File: config.mk
export PLATFORM = sky130hd
export DESIGN_NAME = dwarf_location_expr_eval
export DESIGN_NICKNAME = d
export VERILOG_FILES = /design/src/dlee_pkg.sv /design/src/dwarf_location_expr_eval.sv
export SDC_FILE = /design/constraint.sdc
export NUM_CORES = 2
export LEC_CHECK = 0
export BUFFER_PORTS_ARGS = -buffer_cell sky130_fd_sc_hd__buf_4
export CAP_MARGIN = 15
export CORE_MARGIN = 10
export CORE_UTILIZATION = 35
export DETAILED_ROUTE_END_ITERATION = 16
export PLACE_DENSITY = 0.56
export SYNTH_ARGS = -nofsm -noshare
export SYNTH_HDL_FRONTEND = slang
export SYNTH_SLANG_ARGS = --single-unit
File: constraint.sdc
create_clock -name i_clk -period 8.3 [get_ports i_clk]
set_input_delay 1.66 -clock i_clk [delete_from_list [all_inputs] [get_ports i_clk]]
set_output_delay 1.66 -clock i_clk [all_outputs]
set_load 0.02 [all_outputs]
File: src/dlee_pkg.sv
// Package for the DWARF location expression evaluator.
// Opcodes, parse phases, status codes, config indices and sizes; no dependencies.
package dlee_pkg;

    localparam int REG_COUNT         = 32;
    localparam int MAX_POINTER_BYTES = 8;
    localparam int REG_AW            = (REG_COUNT > 1) ? $clog2(REG_COUNT) : 1;
    localparam int WORD_BYTES        = 8;

    localparam logic [7:0] OPC_FBREG       = 8'h91;
    localparam logic [7:0] OPC_BREG0       = 8'h70;
    localparam logic [7:0] OPC_BREG31      = 8'h8f;
    localparam logic [7:0] OPC_BREGX       = 8'h92;
    localparam logic [7:0] OPC_REG0        = 8'h50;
    localparam logic [7:0] OPC_REG31       = 8'h6f;
    localparam logic [7:0] OPC_REGX        = 8'h90;
    localparam logic [7:0] OPC_ADDR        = 8'h03;
    localparam logic [7:0] OPC_CONSTU      = 8'h10;
    localparam logic [7:0] OPC_CONSTS      = 8'h11;
    localparam logic [7:0] OPC_STACK_VALUE = 8'h9f;

    localparam logic [6:0] LEB_STEP      = 7'd7;
    localparam logic [6:0] LEB_SHIFT_MAX = 7'd70;
    localparam logic [6:0] WORD_BITS     = 7'd64;

    typedef enum logic [2:0] {
        PH_OPCODE   = 3'd0,
        PH_SLEB_OFS = 3'd1,
        PH_ULEB_REG = 3'd2,
        PH_ADDR     = 3'd3,
        PH_ULEB_VAL = 3'd4,
        PH_SLEB_VAL = 3'd5,
        PH_ERROR    = 3'd6
    } t_phase;

    typedef enum logic [2:0] {
        ST_OK         = 3'd0,
        ST_NO_RESULT  = 3'd1,
        ST_BAD_OPCODE = 3'd2,
        ST_TRUNC_ADDR = 3'd3,
        ST_BAD_REG    = 3'd4
    } t_status;

    typedef enum logic {
        CFG_BASE_ADDR     = 1'b0,
        CFG_POINTER_BYTES = 1'b1
    } t_cfg_idx;

endpackage

File: src/dwarf_location_expr_eval.sv
// Top level of the DWARF location expression evaluator.
// Uses dlee_pkg for opcodes, phases and status codes.
//
// channel   dir  handshake                 word
// input     in   i_in_valid / o_in_stall   op, expr_byte, last_byte, reg_index, reg_value
// result    out  o_out_valid / i_out_stall status, is_memory, location_value
// config    in   i_cfg_we (no wait)        cfg_index, cfg_data
//
// One word is taken every cycle unless stalled; each last byte's result is registered.
// The input register feeds the decode, the operand accumulate and a 32-way register
// file read, which together set the cycle. Reset clears the register file and all
// parse state at once. A held result stalls only a last byte; other words flow on.
module dwarf_location_expr_eval (
    input  logic        i_clk,
    input  logic        i_rst_n,
    input  logic        i_in_valid,
    output logic        o_in_stall,
    input  logic        i_op,
    input  logic [7:0]  i_expr_byte,
    input  logic        i_last_byte,
    input  logic [4:0]  i_reg_index,
    input  logic [63:0] i_reg_value,
    output logic        o_out_valid,
    input  logic        i_out_stall,
    output logic [2:0]  o_status,
    output logic        o_is_memory,
    output logic [63:0] o_location_value,
    input  logic        i_cfg_we,
    input  logic        i_cfg_index,
    input  logic [63:0] i_cfg_data
);

    localparam int AW = dlee_pkg::REG_AW;

    logic [63:0] r_base_addr;
    logic [3:0]  r_ptr_bytes;

    logic        r_in_valid;
    logic        r_op;
    logic [7:0]  r_byte;
    logic        r_last;
    logic [4:0]  r_ridx;
    logic [63:0] r_rval;

    dlee_pkg::t_phase  r_phase, n_phase;
    logic [7:0]        r_opc, n_opc;
    logic [63:0]       r_acc, n_acc;
    logic [6:0]        r_shift, n_shift;
    logic [AW-1:0]     r_pend, n_pend;
    logic [3:0]        r_cnt, n_cnt;
    logic              r_kind, n_kind;
    logic [63:0]       r_word, n_word;
    logic              r_have, n_have;
    dlee_pkg::t_status r_err, n_err;

    logic [63:0] r_rf [dlee_pkg::REG_COUNT];

    logic        r_out_valid;
    logic [2:0]  r_status;
    logic        r_is_mem;
    logic [63:0] r_loc;

    logic        out_free;
    logic        proc;
    logic        in_accept;
    logic [63:0] leb_acc;
    logic [6:0]  leb_shift;
    logic [63:0] leb_val;
    logic [63:0] addr_acc;
    logic [3:0]  cnt_inc;
    logic [3:0]  ptr_lim;
    logic [7:0]  breg_sub;
    logic [7:0]  reg_sub;
    logic        is_breg;
    logic        is_reg;
    logic [AW-1:0] rd_addr;
    logic [63:0] rd_data;
    dlee_pkg::t_status res_status;
    logic        res_kind;
    logic [63:0] res_word;

    assign out_free   = !r_out_valid || !i_out_stall;
    assign proc       = r_in_valid && (r_op || !r_last || out_free);
    assign o_in_stall = r_in_valid && !proc;
    assign in_accept  = i_in_valid && !o_in_stall;

    assign ptr_lim = (r_ptr_bytes > 4'(dlee_pkg::MAX_POINTER_BYTES))
                   ? 4'(dlee_pkg::MAX_POINTER_BYTES) : r_ptr_bytes;

    assign leb_acc = (r_shift < dlee_pkg::WORD_BITS)
                   ? (r_acc | ({57'd0, r_byte[6:0]} << r_shift[5:0])) : r_acc;
    assign leb_shift = (r_shift >= dlee_pkg::LEB_SHIFT_MAX - dlee_pkg::LEB_STEP)
                     ? dlee_pkg::LEB_SHIFT_MAX : r_shift + dlee_pkg::LEB_STEP;
    assign leb_val = ((r_phase == dlee_pkg::PH_SLEB_OFS || r_phase == dlee_pkg::PH_SLEB_VAL)
                      && leb_shift < dlee_pkg::WORD_BITS && r_byte[6])
                   ? (leb_acc | ({64{1'b1}} << leb_shift[5:0])) : leb_acc;

    assign addr_acc = (r_cnt < 4'(dlee_pkg::WORD_BYTES))
                    ? (r_acc | ({56'd0, r_byte} << {r_cnt[2:0], 3'b000})) : r_acc;
    assign cnt_inc  = r_cnt + 4'd1;

    assign breg_sub = r_byte - dlee_pkg::OPC_BREG0;
    assign reg_sub  = r_byte - dlee_pkg::OPC_REG0;
    assign is_breg  = r_byte >= dlee_pkg::OPC_BREG0 && r_byte <= dlee_pkg::OPC_BREG31;
    assign is_reg   = r_byte >= dlee_pkg::OPC_REG0 && r_byte <= dlee_pkg::OPC_REG31;

    always_comb begin
        unique case (r_phase)
            dlee_pkg::PH_OPCODE: begin
                if (is_breg) begin
                    rd_addr = breg_sub[AW-1:0];
                end else if (is_reg) begin
                    rd_addr = reg_sub[AW-1:0];
                end else begin
                    rd_addr = '0;
                end
            end
            dlee_pkg::PH_SLEB_OFS: rd_addr = r_pend;
            dlee_pkg::PH_ULEB_REG: rd_addr = leb_acc[AW-1:0];
            default:               rd_addr = '0;
        endcase
    end

    assign rd_data = r_rf[rd_addr];

    // expression byte: next parse state
    always_comb begin
        n_phase = r_phase;
        n_opc   = r_opc;
        n_acc   = r_acc;
        n_shift = r_shift;
        n_pend  = r_pend;
        n_cnt   = r_cnt;
        n_kind  = r_kind;
        n_word  = r_word;
        n_have  = r_have;
        n_err   = r_err;
        if (r_phase == dlee_pkg::PH_OPCODE) begin
            n_opc   = r_byte;
            n_acc   = '0;
            n_shift = '0;
            n_cnt   = '0;
            if (r_byte == dlee_pkg::OPC_FBREG) begin
                n_phase = dlee_pkg::PH_SLEB_OFS;
                if (r_last) begin
                    n_phase = dlee_pkg::PH_OPCODE;
                    n_kind  = 1'b1;
                    n_word  = r_base_addr;
                    n_have  = 1'b1;
                end
            end else if (is_breg) begin
                if (breg_sub >= 8'(dlee_pkg::REG_COUNT)) begin
                    n_err   = dlee_pkg::ST_BAD_REG;
                    n_phase = dlee_pkg::PH_ERROR;
                end else begin
                    n_pend  = breg_sub[AW-1:0];
                    n_phase = dlee_pkg::PH_SLEB_OFS;
                    if (r_last) begin
                        n_phase = dlee_pkg::PH_OPCODE;
                        n_kind  = 1'b1;
                        n_word  = rd_data;
                        n_have  = 1'b1;
                    end
                end
            end else if (r_byte == dlee_pkg::OPC_BREGX || r_byte == dlee_pkg::OPC_REGX) begin
                n_phase = dlee_pkg::PH_ULEB_REG;
                if (r_last) begin
                    // missing register number reads as register 0
                    n_pend  = '0;
                    n_phase = dlee_pkg::PH_OPCODE;
                    n_kind  = (r_byte == dlee_pkg::OPC_BREGX);
                    n_word  = rd_data;
                    n_have  = 1'b1;
                end
            end else if (is_reg) begin
                if (reg_sub >= 8'(dlee_pkg::REG_COUNT)) begin
                    n_err   = dlee_pkg::ST_BAD_REG;
                    n_phase = dlee_pkg::PH_ERROR;
                end else begin
                    n_kind = 1'b0;
                    n_word = rd_data;
                    n_have = 1'b1;
                end
            end else if (r_byte == dlee_pkg::OPC_ADDR) begin
                n_phase = dlee_pkg::PH_ADDR;
                if (ptr_lim == 4'd0) begin
                    n_phase = dlee_pkg::PH_OPCODE;
                    n_kind  = 1'b1;
                    n_word  = '0;
                    n_have  = 1'b1;
                end else if (r_last) begin
                    n_err   = dlee_pkg::ST_TRUNC_ADDR;
                    n_phase = dlee_pkg::PH_ERROR;
                end
            end else if (r_byte == dlee_pkg::OPC_CONSTU || r_byte == dlee_pkg::OPC_CONSTS) begin
                n_phase = (r_byte == dlee_pkg::OPC_CONSTU) ? dlee_pkg::PH_ULEB_VAL
                                                           : dlee_pkg::PH_SLEB_VAL;
                if (r_last) begin
                    n_phase = dlee_pkg::PH_OPCODE;
                    n_kind  = 1'b0;
                    n_word  = '0;
                    n_have  = 1'b1;
                end
            end else if (r_byte == dlee_pkg::OPC_STACK_VALUE) begin
                n_have = 1'b1;
            end else begin
                n_err   = dlee_pkg::ST_BAD_OPCODE;
                n_phase = dlee_pkg::PH_ERROR;
            end
        end else if (r_phase == dlee_pkg::PH_ADDR) begin
            n_acc = addr_acc;
            n_cnt = cnt_inc;
            if (cnt_inc >= ptr_lim) begin
                n_phase = dlee_pkg::PH_OPCODE;
                n_kind  = 1'b1;
                n_word  = addr_acc;
                n_have  = 1'b1;
            end else if (r_last) begin
                n_err   = dlee_pkg::ST_TRUNC_ADDR;
                n_phase = dlee_pkg::PH_ERROR;
            end
        end else if (r_phase != dlee_pkg::PH_ERROR) begin
            n_acc   = leb_acc;
            n_shift = leb_shift;
            if (!r_byte[7] || r_last) begin
                unique case (r_phase)
                    dlee_pkg::PH_SLEB_OFS: begin
                        n_phase = dlee_pkg::PH_OPCODE;
                        n_kind  = 1'b1;
                        n_word  = ((r_opc == dlee_pkg::OPC_FBREG) ? r_base_addr : rd_data)
                                + leb_val;
                        n_have  = 1'b1;
                    end
                    dlee_pkg::PH_ULEB_REG: begin
                        if (leb_acc >= 64'(dlee_pkg::REG_COUNT)) begin
                            n_err   = dlee_pkg::ST_BAD_REG;
                            n_phase = dlee_pkg::PH_ERROR;
                        end else begin
                            n_pend = leb_acc[AW-1:0];
                            if (r_opc == dlee_pkg::OPC_REGX || r_last) begin
                                n_phase = dlee_pkg::PH_OPCODE;
                                n_kind  = (r_opc != dlee_pkg::OPC_REGX);
                                n_word  = rd_data;
                                n_have  = 1'b1;
                            end else begin
                                n_phase = dlee_pkg::PH_SLEB_OFS;
                                n_acc   = '0;
                                n_shift = '0;
                                n_cnt   = '0;
                            end
                        end
                    end
                    default: begin
                        n_phase = dlee_pkg::PH_OPCODE;
                        n_kind  = 1'b0;
                        n_word  = leb_val;
                        n_have  = 1'b1;
                    end
                endcase
            end
        end
    end

    always_comb begin
        if (n_err != dlee_pkg::ST_OK) begin
            res_status = n_err;
            res_kind   = 1'b0;
            res_word   = '0;
        end else if (!n_have) begin
            res_status = dlee_pkg::ST_NO_RESULT;
            res_kind   = 1'b0;
            res_word   = '0;
        end else begin
            res_status = dlee_pkg::ST_OK;
            res_kind   = n_kind;
            res_word   = n_word;
        end
    end

    always_ff @(posedge i_clk) begin
        if (!i_rst_n) begin
            r_base_addr <= '0;
            r_ptr_bytes <= 4'(dlee_pkg::MAX_POINTER_BYTES);
        end else if (i_cfg_we) begin
            unique case (dlee_pkg::t_cfg_idx'(i_cfg_index))
                dlee_pkg::CFG_BASE_ADDR:     r_base_addr <= i_cfg_data;
                dlee_pkg::CFG_POINTER_BYTES: r_ptr_bytes <= i_cfg_data[3:0];
            endcase
        end
    end

    always_ff @(posedge i_clk) begin
        if (!i_rst_n) begin
            r_in_valid <= 1'b0;
        end else if (in_accept) begin
            r_in_valid <= 1'b1;
        end else if (proc) begin
            r_in_valid <= 1'b0;
        end
    end

    always_ff @(posedge i_clk) begin
        if (in_accept) begin
            r_op   <= i_op;
            r_byte <= i_expr_byte;
            r_last <= i_last_byte;
            r_ridx <= i_reg_index;
            r_rval <= i_reg_value;
        end
    end

    always_ff @(posedge i_clk) begin
        if (!i_rst_n) begin
            r_phase <= dlee_pkg::PH_OPCODE;
            r_opc   <= '0;
            r_acc   <= '0;
            r_shift <= '0;
            r_pend  <= '0;
            r_cnt   <= '0;
            r_kind  <= 1'b0;
            r_word  <= '0;
            r_have  <= 1'b0;
            r_err   <= dlee_pkg::ST_OK;
            for (int i = 0; i < dlee_pkg::REG_COUNT; i++) begin
                r_rf[i] <= '0;
            end
        end else if (proc) begin
            if (r_op) begin
                if ({1'b0, r_ridx} < 6'(dlee_pkg::REG_COUNT)) begin
                    r_rf[r_ridx[AW-1:0]] <= r_rval;
                end
            end else if (r_last) begin
                r_phase <= dlee_pkg::PH_OPCODE;
                r_opc   <= '0;
                r_acc   <= '0;
                r_shift <= '0;
                r_pend  <= '0;
                r_cnt   <= '0;
                r_kind  <= 1'b0;
                r_word  <= '0;
                r_have  <= 1'b0;
                r_err   <= dlee_pkg::ST_OK;
            end else begin
                r_phase <= n_phase;
                r_opc   <= n_opc;
                r_acc   <= n_acc;
                r_shift <= n_shift;
                r_pend  <= n_pend;
                r_cnt   <= n_cnt;
                r_kind  <= n_kind;
                r_word  <= n_word;
                r_have  <= n_have;
                r_err   <= n_err;
            end
        end
    end

    always_ff @(posedge i_clk) begin
        if (!i_rst_n) begin
            r_out_valid <= 1'b0;
        end else if (proc && !r_op && r_last) begin
            r_out_valid <= 1'b1;
        end else if (!i_out_stall) begin
            r_out_valid <= 1'b0;
        end
    end

    always_ff @(posedge i_clk) begin
        if (proc && !r_op && r_last) begin
            r_status <= res_status;
            r_is_mem <= res_kind;
            r_loc    <= res_word;
        end
    end

    assign o_out_valid      = r_out_valid;
    assign o_status         = r_status;
    assign o_is_memory      = r_is_mem;
    assign o_location_value = r_loc;

endmodule

==> results.md <==
Setup path
- **count of cell instances traversed by the critical path** 32
- **CP Launch Point** r_byte[4]
- **delay contributed by the slowest stage of the critical path** 0.52 ns
- **number of buffer and inverter instances along the worst setup path** 8
- **critical path required time** 8.98 ns
- **worst reg2reg endpoint** o_location_value[63]
- **FF-to-FF Start** r_byte[4]
- **cell with the most instances on the worst path** sky130_fd_sc_hd__buf_4
- **CP delay by family, top** compound AO/OA/AOI/OAI gates
- **crit start category** register
- **last element of the critical path** o_location_value[63]
- **Worst Path Class, Setup** register to register
- **flop2flop setup slack** 0.14 ns
- **slowest cell on the critical path** sky130_fd_sc_hd__o41a_1
- **crit-path max FO** 17
- **endpoint arrival time on the critical path** 8.84 ns
- **Worst setup EP type** register
- **depth of the worst register-to-register path** 32

STA
- **time the final worst path needs with I/O delays and setup** 8.16 ns
- **fin crit share** 98.3%
- **transition at the pin with the smallest max-transition slack** 1.35 ns
- **setup repair after global routing missed its margin** false
- **final-report hold violation count** 0
- **clk_skew** 0.0726 ns
- **Setup Viol. Count Final** 0
- **Setup TNS Final** 0 ns
- **Fmax achieved** 0.123 GHz
- **max-slew headroom at the worst pin** 9.79%
- **number of max-slew violations in the final report** 0

Power
- **Sw Ratio** 28.8%
- **Pwr Density** 216 nW/um2
- **Reg power frac** 45.0%
- **net switching power of the design** 8.94 mW
- **Internal Power** 22.0 mW
- **static leakage** 53.4 nW
- **VDD IR max** 151 uV
- **portion of total power attributed to the clock network** 40.5%
- **portion of total power attributed to combinational logic** 14.5%

Layout
- **share of layout cells above drive strength 1** 13.0%
- **final instance area** 143000 um2
- **net count reported at finish** 12277
- **Layout Area Growth over Synthesis** 16.7%
- **share of the core filled with cells** 41.0%
- **fill cell count** 33186

Clocking
- **Num CTS Buffers** 292
- **H-tree depth** 5
- **later-pin clock latency in the skew report** 0.95 ns
- **clock-pin slew on the worst setup and hold paths** 0.06 ns
- **TritonCTS clock tree** built
- **root buffer selected by CTS** sky130_fd_sc_hd__clkbuf_16
- **Longest Clk Path Bufs** 4
- **total clock sinks** 2425

Synthesis
- **dominant combinational cell family by area after synthesis** simple AND/OR/NAND/NOR gates
- **synthesized-area fraction occupied by ao, oa, aoi and oai cells** 13.0%
- **mux contribution to synthesized area** 0.994%
- **Synth area leader** sky130_fd_sc_hd__edfxtp_1
- **synth top area cells** sky130_fd_sc_hd__edfxtp_1 54%, sky130_fd_sc_hd__and2_1 11%, sky130_fd_sc_hd__nand2_1 6.6%
- **Syn Std Cell Area** 123000 um2
- **Main synth FF type** sky130_fd_sc_hd__edfxtp_1
- **FFs w/ async S/R, synth** 0%
- **proportion of synthesized chip area in sequential cells** 57.4%
- **number of synthesized register bits** 2425
- **synthesized netlist net count** 12081
- **total number of yosys warnings** 0
- **synthesized area divided by synthesized cell count** 10.4 um2
- **portion of synthesized cell area occupied by the leading cell type** 53.7%
- **Mapped Cells** 11854
- **arithmetic-cell share of the synthesized area counting full adders, half adders and majority gates** 0.801%
- **XOR/XNOR Fraction of Synth Area** 0.457%
- **Post-synth EDFFs** 2195
- **Yosys cell types** 92
- **post-synthesis share of cell area spent on and, or, nand and nor gates** 23.8%

Floorplanning
- **die outline width** 612 um
- **starting utilization of the core area** 35.1%
- **Placement Rows** 217
- **Die Y** 612 um
- **# IOs** 219
- **standard cell core area** 349000 um2
- **overall die area** 375000 um2

Route
- **WL final** 614 mm
- **drt wl/cell** 36.3 um
- **post-DR vias/cell** 6.18
- **vias post-DR** 104528
- **number of nets with antenna violations after routing** 0
- **number of search-and-repair iterations in the first detailed-routing pass** 6
- **Iter 0 DRT Violations** 16690
- **Remaining DRCs** 0

Global route
- **Congestion Overflow GR** 0
- **number of global-route vias before repair** 99234
- **GRT Total Usage** 31.4%
- **wire length of the first global-routing pass** 834 mm
- **pin count of the biggest net entering global routing** 120
- **number of antenna violations at the first check in global routing** 77

Placement
- **Placed Instance Area** 134000 um2
- **routability cong.** 1.01
- **buffers added on ports** 218
- **post-detail-place hpwl** 383 mm

Hold path
- **Hold Startpoint** r_acc[21]
- **path category of the worst min-delay check** register to register

Run
- **Max-cap violations** 0

Run status
- **run status** finished, final reports clean

## metrics by stage
stage                     instances  power, mW  hold WS [ns]  worst slack [ns]
after floorplan               11854       16.2         0.446             0.730
after global placement        16349       18.5         0.465           0.00241
after detailed placement      16351       18.5         0.486           -0.0893
after CTS                     16858       30.9         0.494            0.0336
after global routing          16866       31.7         0.515            0.0280
final                         16911       31.0         0.493             0.144
## final cells by class
| cell class | count | area [um2] | share of cell area [%] |
|---|---|---|---|
| diodes | 49 | 123 | 0.0856 |
| clock buffers | 360 | 7790 | 5.44 |
| clock inverters | 147 | 1180 | 0.825 |
| inverters | 40 | 150 | 0.105 |
| multi-input cells | 8289 | 49000 | 34.2 |
| flip-flops and latches | 2425 | 70500 | 49.2 |
| well taps | 4599 | 5750 | 4.02 |
| repair buffers | 1002 | 8750 | 6.11 |
## cells in the final DEF, fill, tap and decap left out, types with 37 or more instances in the layout
cell,synthesis,layout
sky130_fd_sc_hd__edfxtp_1,2195,2195
sky130_fd_sc_hd__nand2_1,2163,2158
sky130_fd_sc_hd__and2_1,2084,2081
sky130_fd_sc_hd__buf_4,0,902
sky130_fd_sc_hd__a21oi_1,447,440
sky130_fd_sc_hd__nand3_1,358,358
sky130_fd_sc_hd__and3_1,345,345
sky130_fd_sc_hd__nor2_1,363,320
sky130_fd_sc_hd__o21ai_0,355,318
sky130_fd_sc_hd__clkbuf_16,0,301
sky130_fd_sc_hd__a311oi_1,261,260
sky130_fd_sc_hd__dfxtp_1,230,229
sky130_fd_sc_hd__a211oi_1,222,220
sky130_fd_sc_hd__a31oi_1,160,157
sky130_fd_sc_hd__nor2b_1,107,105
sky130_fd_sc_hd__mux2i_1,96,96
sky130_fd_sc_hd__buf_12,0,93
sky130_fd_sc_hd__nor3_1,95,92
sky130_fd_sc_hd__a21boi_0,91,90
sky130_fd_sc_hd__ha_1,77,77
sky130_fd_sc_hd__a22oi_1,76,75
sky130_fd_sc_hd__a21o_1,78,74
sky130_fd_sc_hd__clkinv_1,1,65
sky130_fd_sc_hd__nand4_1,59,59
sky130_fd_sc_hd__o22ai_1,55,55
sky130_fd_sc_hd__a221oi_1,55,54
sky130_fd_sc_hd__clkbuf_1,908,54
sky130_fd_sc_hd__diode_2,0,49
sky130_fd_sc_hd__o211ai_1,49,49
sky130_fd_sc_hd__a311o_1,44,44
sky130_fd_sc_hd__o221ai_1,43,43
sky130_fd_sc_hd__clkinv_2,0,43
sky130_fd_sc_hd__nor2_4,1,40
sky130_fd_sc_hd__xnor2_1,40,40
sky130_fd_sc_hd__inv_1,39,39
sky130_fd_sc_hd__a32oi_1,38,38
sky130_fd_sc_hd__o21a_1,37,37
## state kept, by name, summed over array words and instances (netlist names)
name	count
r_rf	2048
o_location_value	64
r_acc	64
r_base_addr	64
r_rval	64
r_word	64
r_byte	8
r_opc	8
r_shift	7
r_pend	5
r_ridx	5
r_cnt	4
r_ptr_bytes	4
o_status	3
r_err	3
r_phase	3
o_is_memory	1
o_out_valid	1
r_have	1
r_in_valid	1
r_kind	1
r_last	1
r_op	1
## synthesized netlist by cell type (all sizes together) (33+ instances only)
library cell,instances
o21a,37
clkbuf,908
edfxtp,2195
a311o,44
and3,345
and2,2087
nor3,98
nor2,364
a32oi,39
nor2b,107
a21oi,448
xnor2,40
a211oi,223
a311oi,261
o211ai,49
o22ai,55
nand4,59
o221ai,43
nand3,358
a21o,78
a221oi,55
o21ai,368
a31oi,160
inv,39
dfxtp,230
ha,77
a21boi,91
nand2,2163
buf,192
mux2i,96
o31ai,33
a22oi,76
## power groups by stage
stage | clock network [mW] | logic [mW] | registers [mW]
2_1_floorplan | 0 | 2.08 | 14.1
3_3_place_gp | 0 | 4.32 | 14.2
3_5_place_dp | 0 | 4.33 | 14.2
4_1_cts | 12.6 | 4.35 | 13.9
5_1_grt | 13.1 | 4.62 | 14.0
6_report | 12.5 | 4.51 | 13.9
## worst min path at each step
stage                           end  slack [ns]  cells after the start
finish                    r_acc[21]        0.49                      2
global placement          r_word[2]        0.46                      2
floorplan                 r_word[2]        0.45                      2
CTS                 r_base_addr[22]        0.49                      2
global route               r_err[0]        0.51                      2
detailed placement  r_base_addr[22]        0.49                      2
## cell families (layout without fill, tap and decap cells)
logic type / count (synthesis) / count (layout)
AOI/OAI and AO/OA: 2300 / 2300
other: 0 / 49
DFF: 2425 / 2425
and+or+nand+nor: 5731 / 5731
xor gates and xnor gates: 64 / 64
muxes: 116 / 116
adders and majority gates: 78 / 78
buffers and inverters: 1140 / 1549
## layer usage
metal | global-route usage, % | part of all wire, %
met1 | 40.1 | 37
met2 | 49.0 | 45
met3 | 6.39 | 11
met4 | 19.6 | 7.5
met5 | 0 | 0.022
## tightest hold or removal path, cell delays in order (launching register included)
cell and delay (ns):
sky130_fd_sc_hd__dfxtp_1 0.33, sky130_fd_sc_hd__nand2_1 0.05, sky130_fd_sc_hd__a21boi_0 0.06
## timing repair
action / CTS / global route
setup endpoints to repair: 7 / 53
hold buffers: 0 / 0
setup buffers: 0 / 1
pin swaps: 0 / 1
cloned: 0 / 1
endpoints found under the hold margin: 0 / 0
gates resized for setup: 3 / 20
Power figures use the tool's default switching activity.
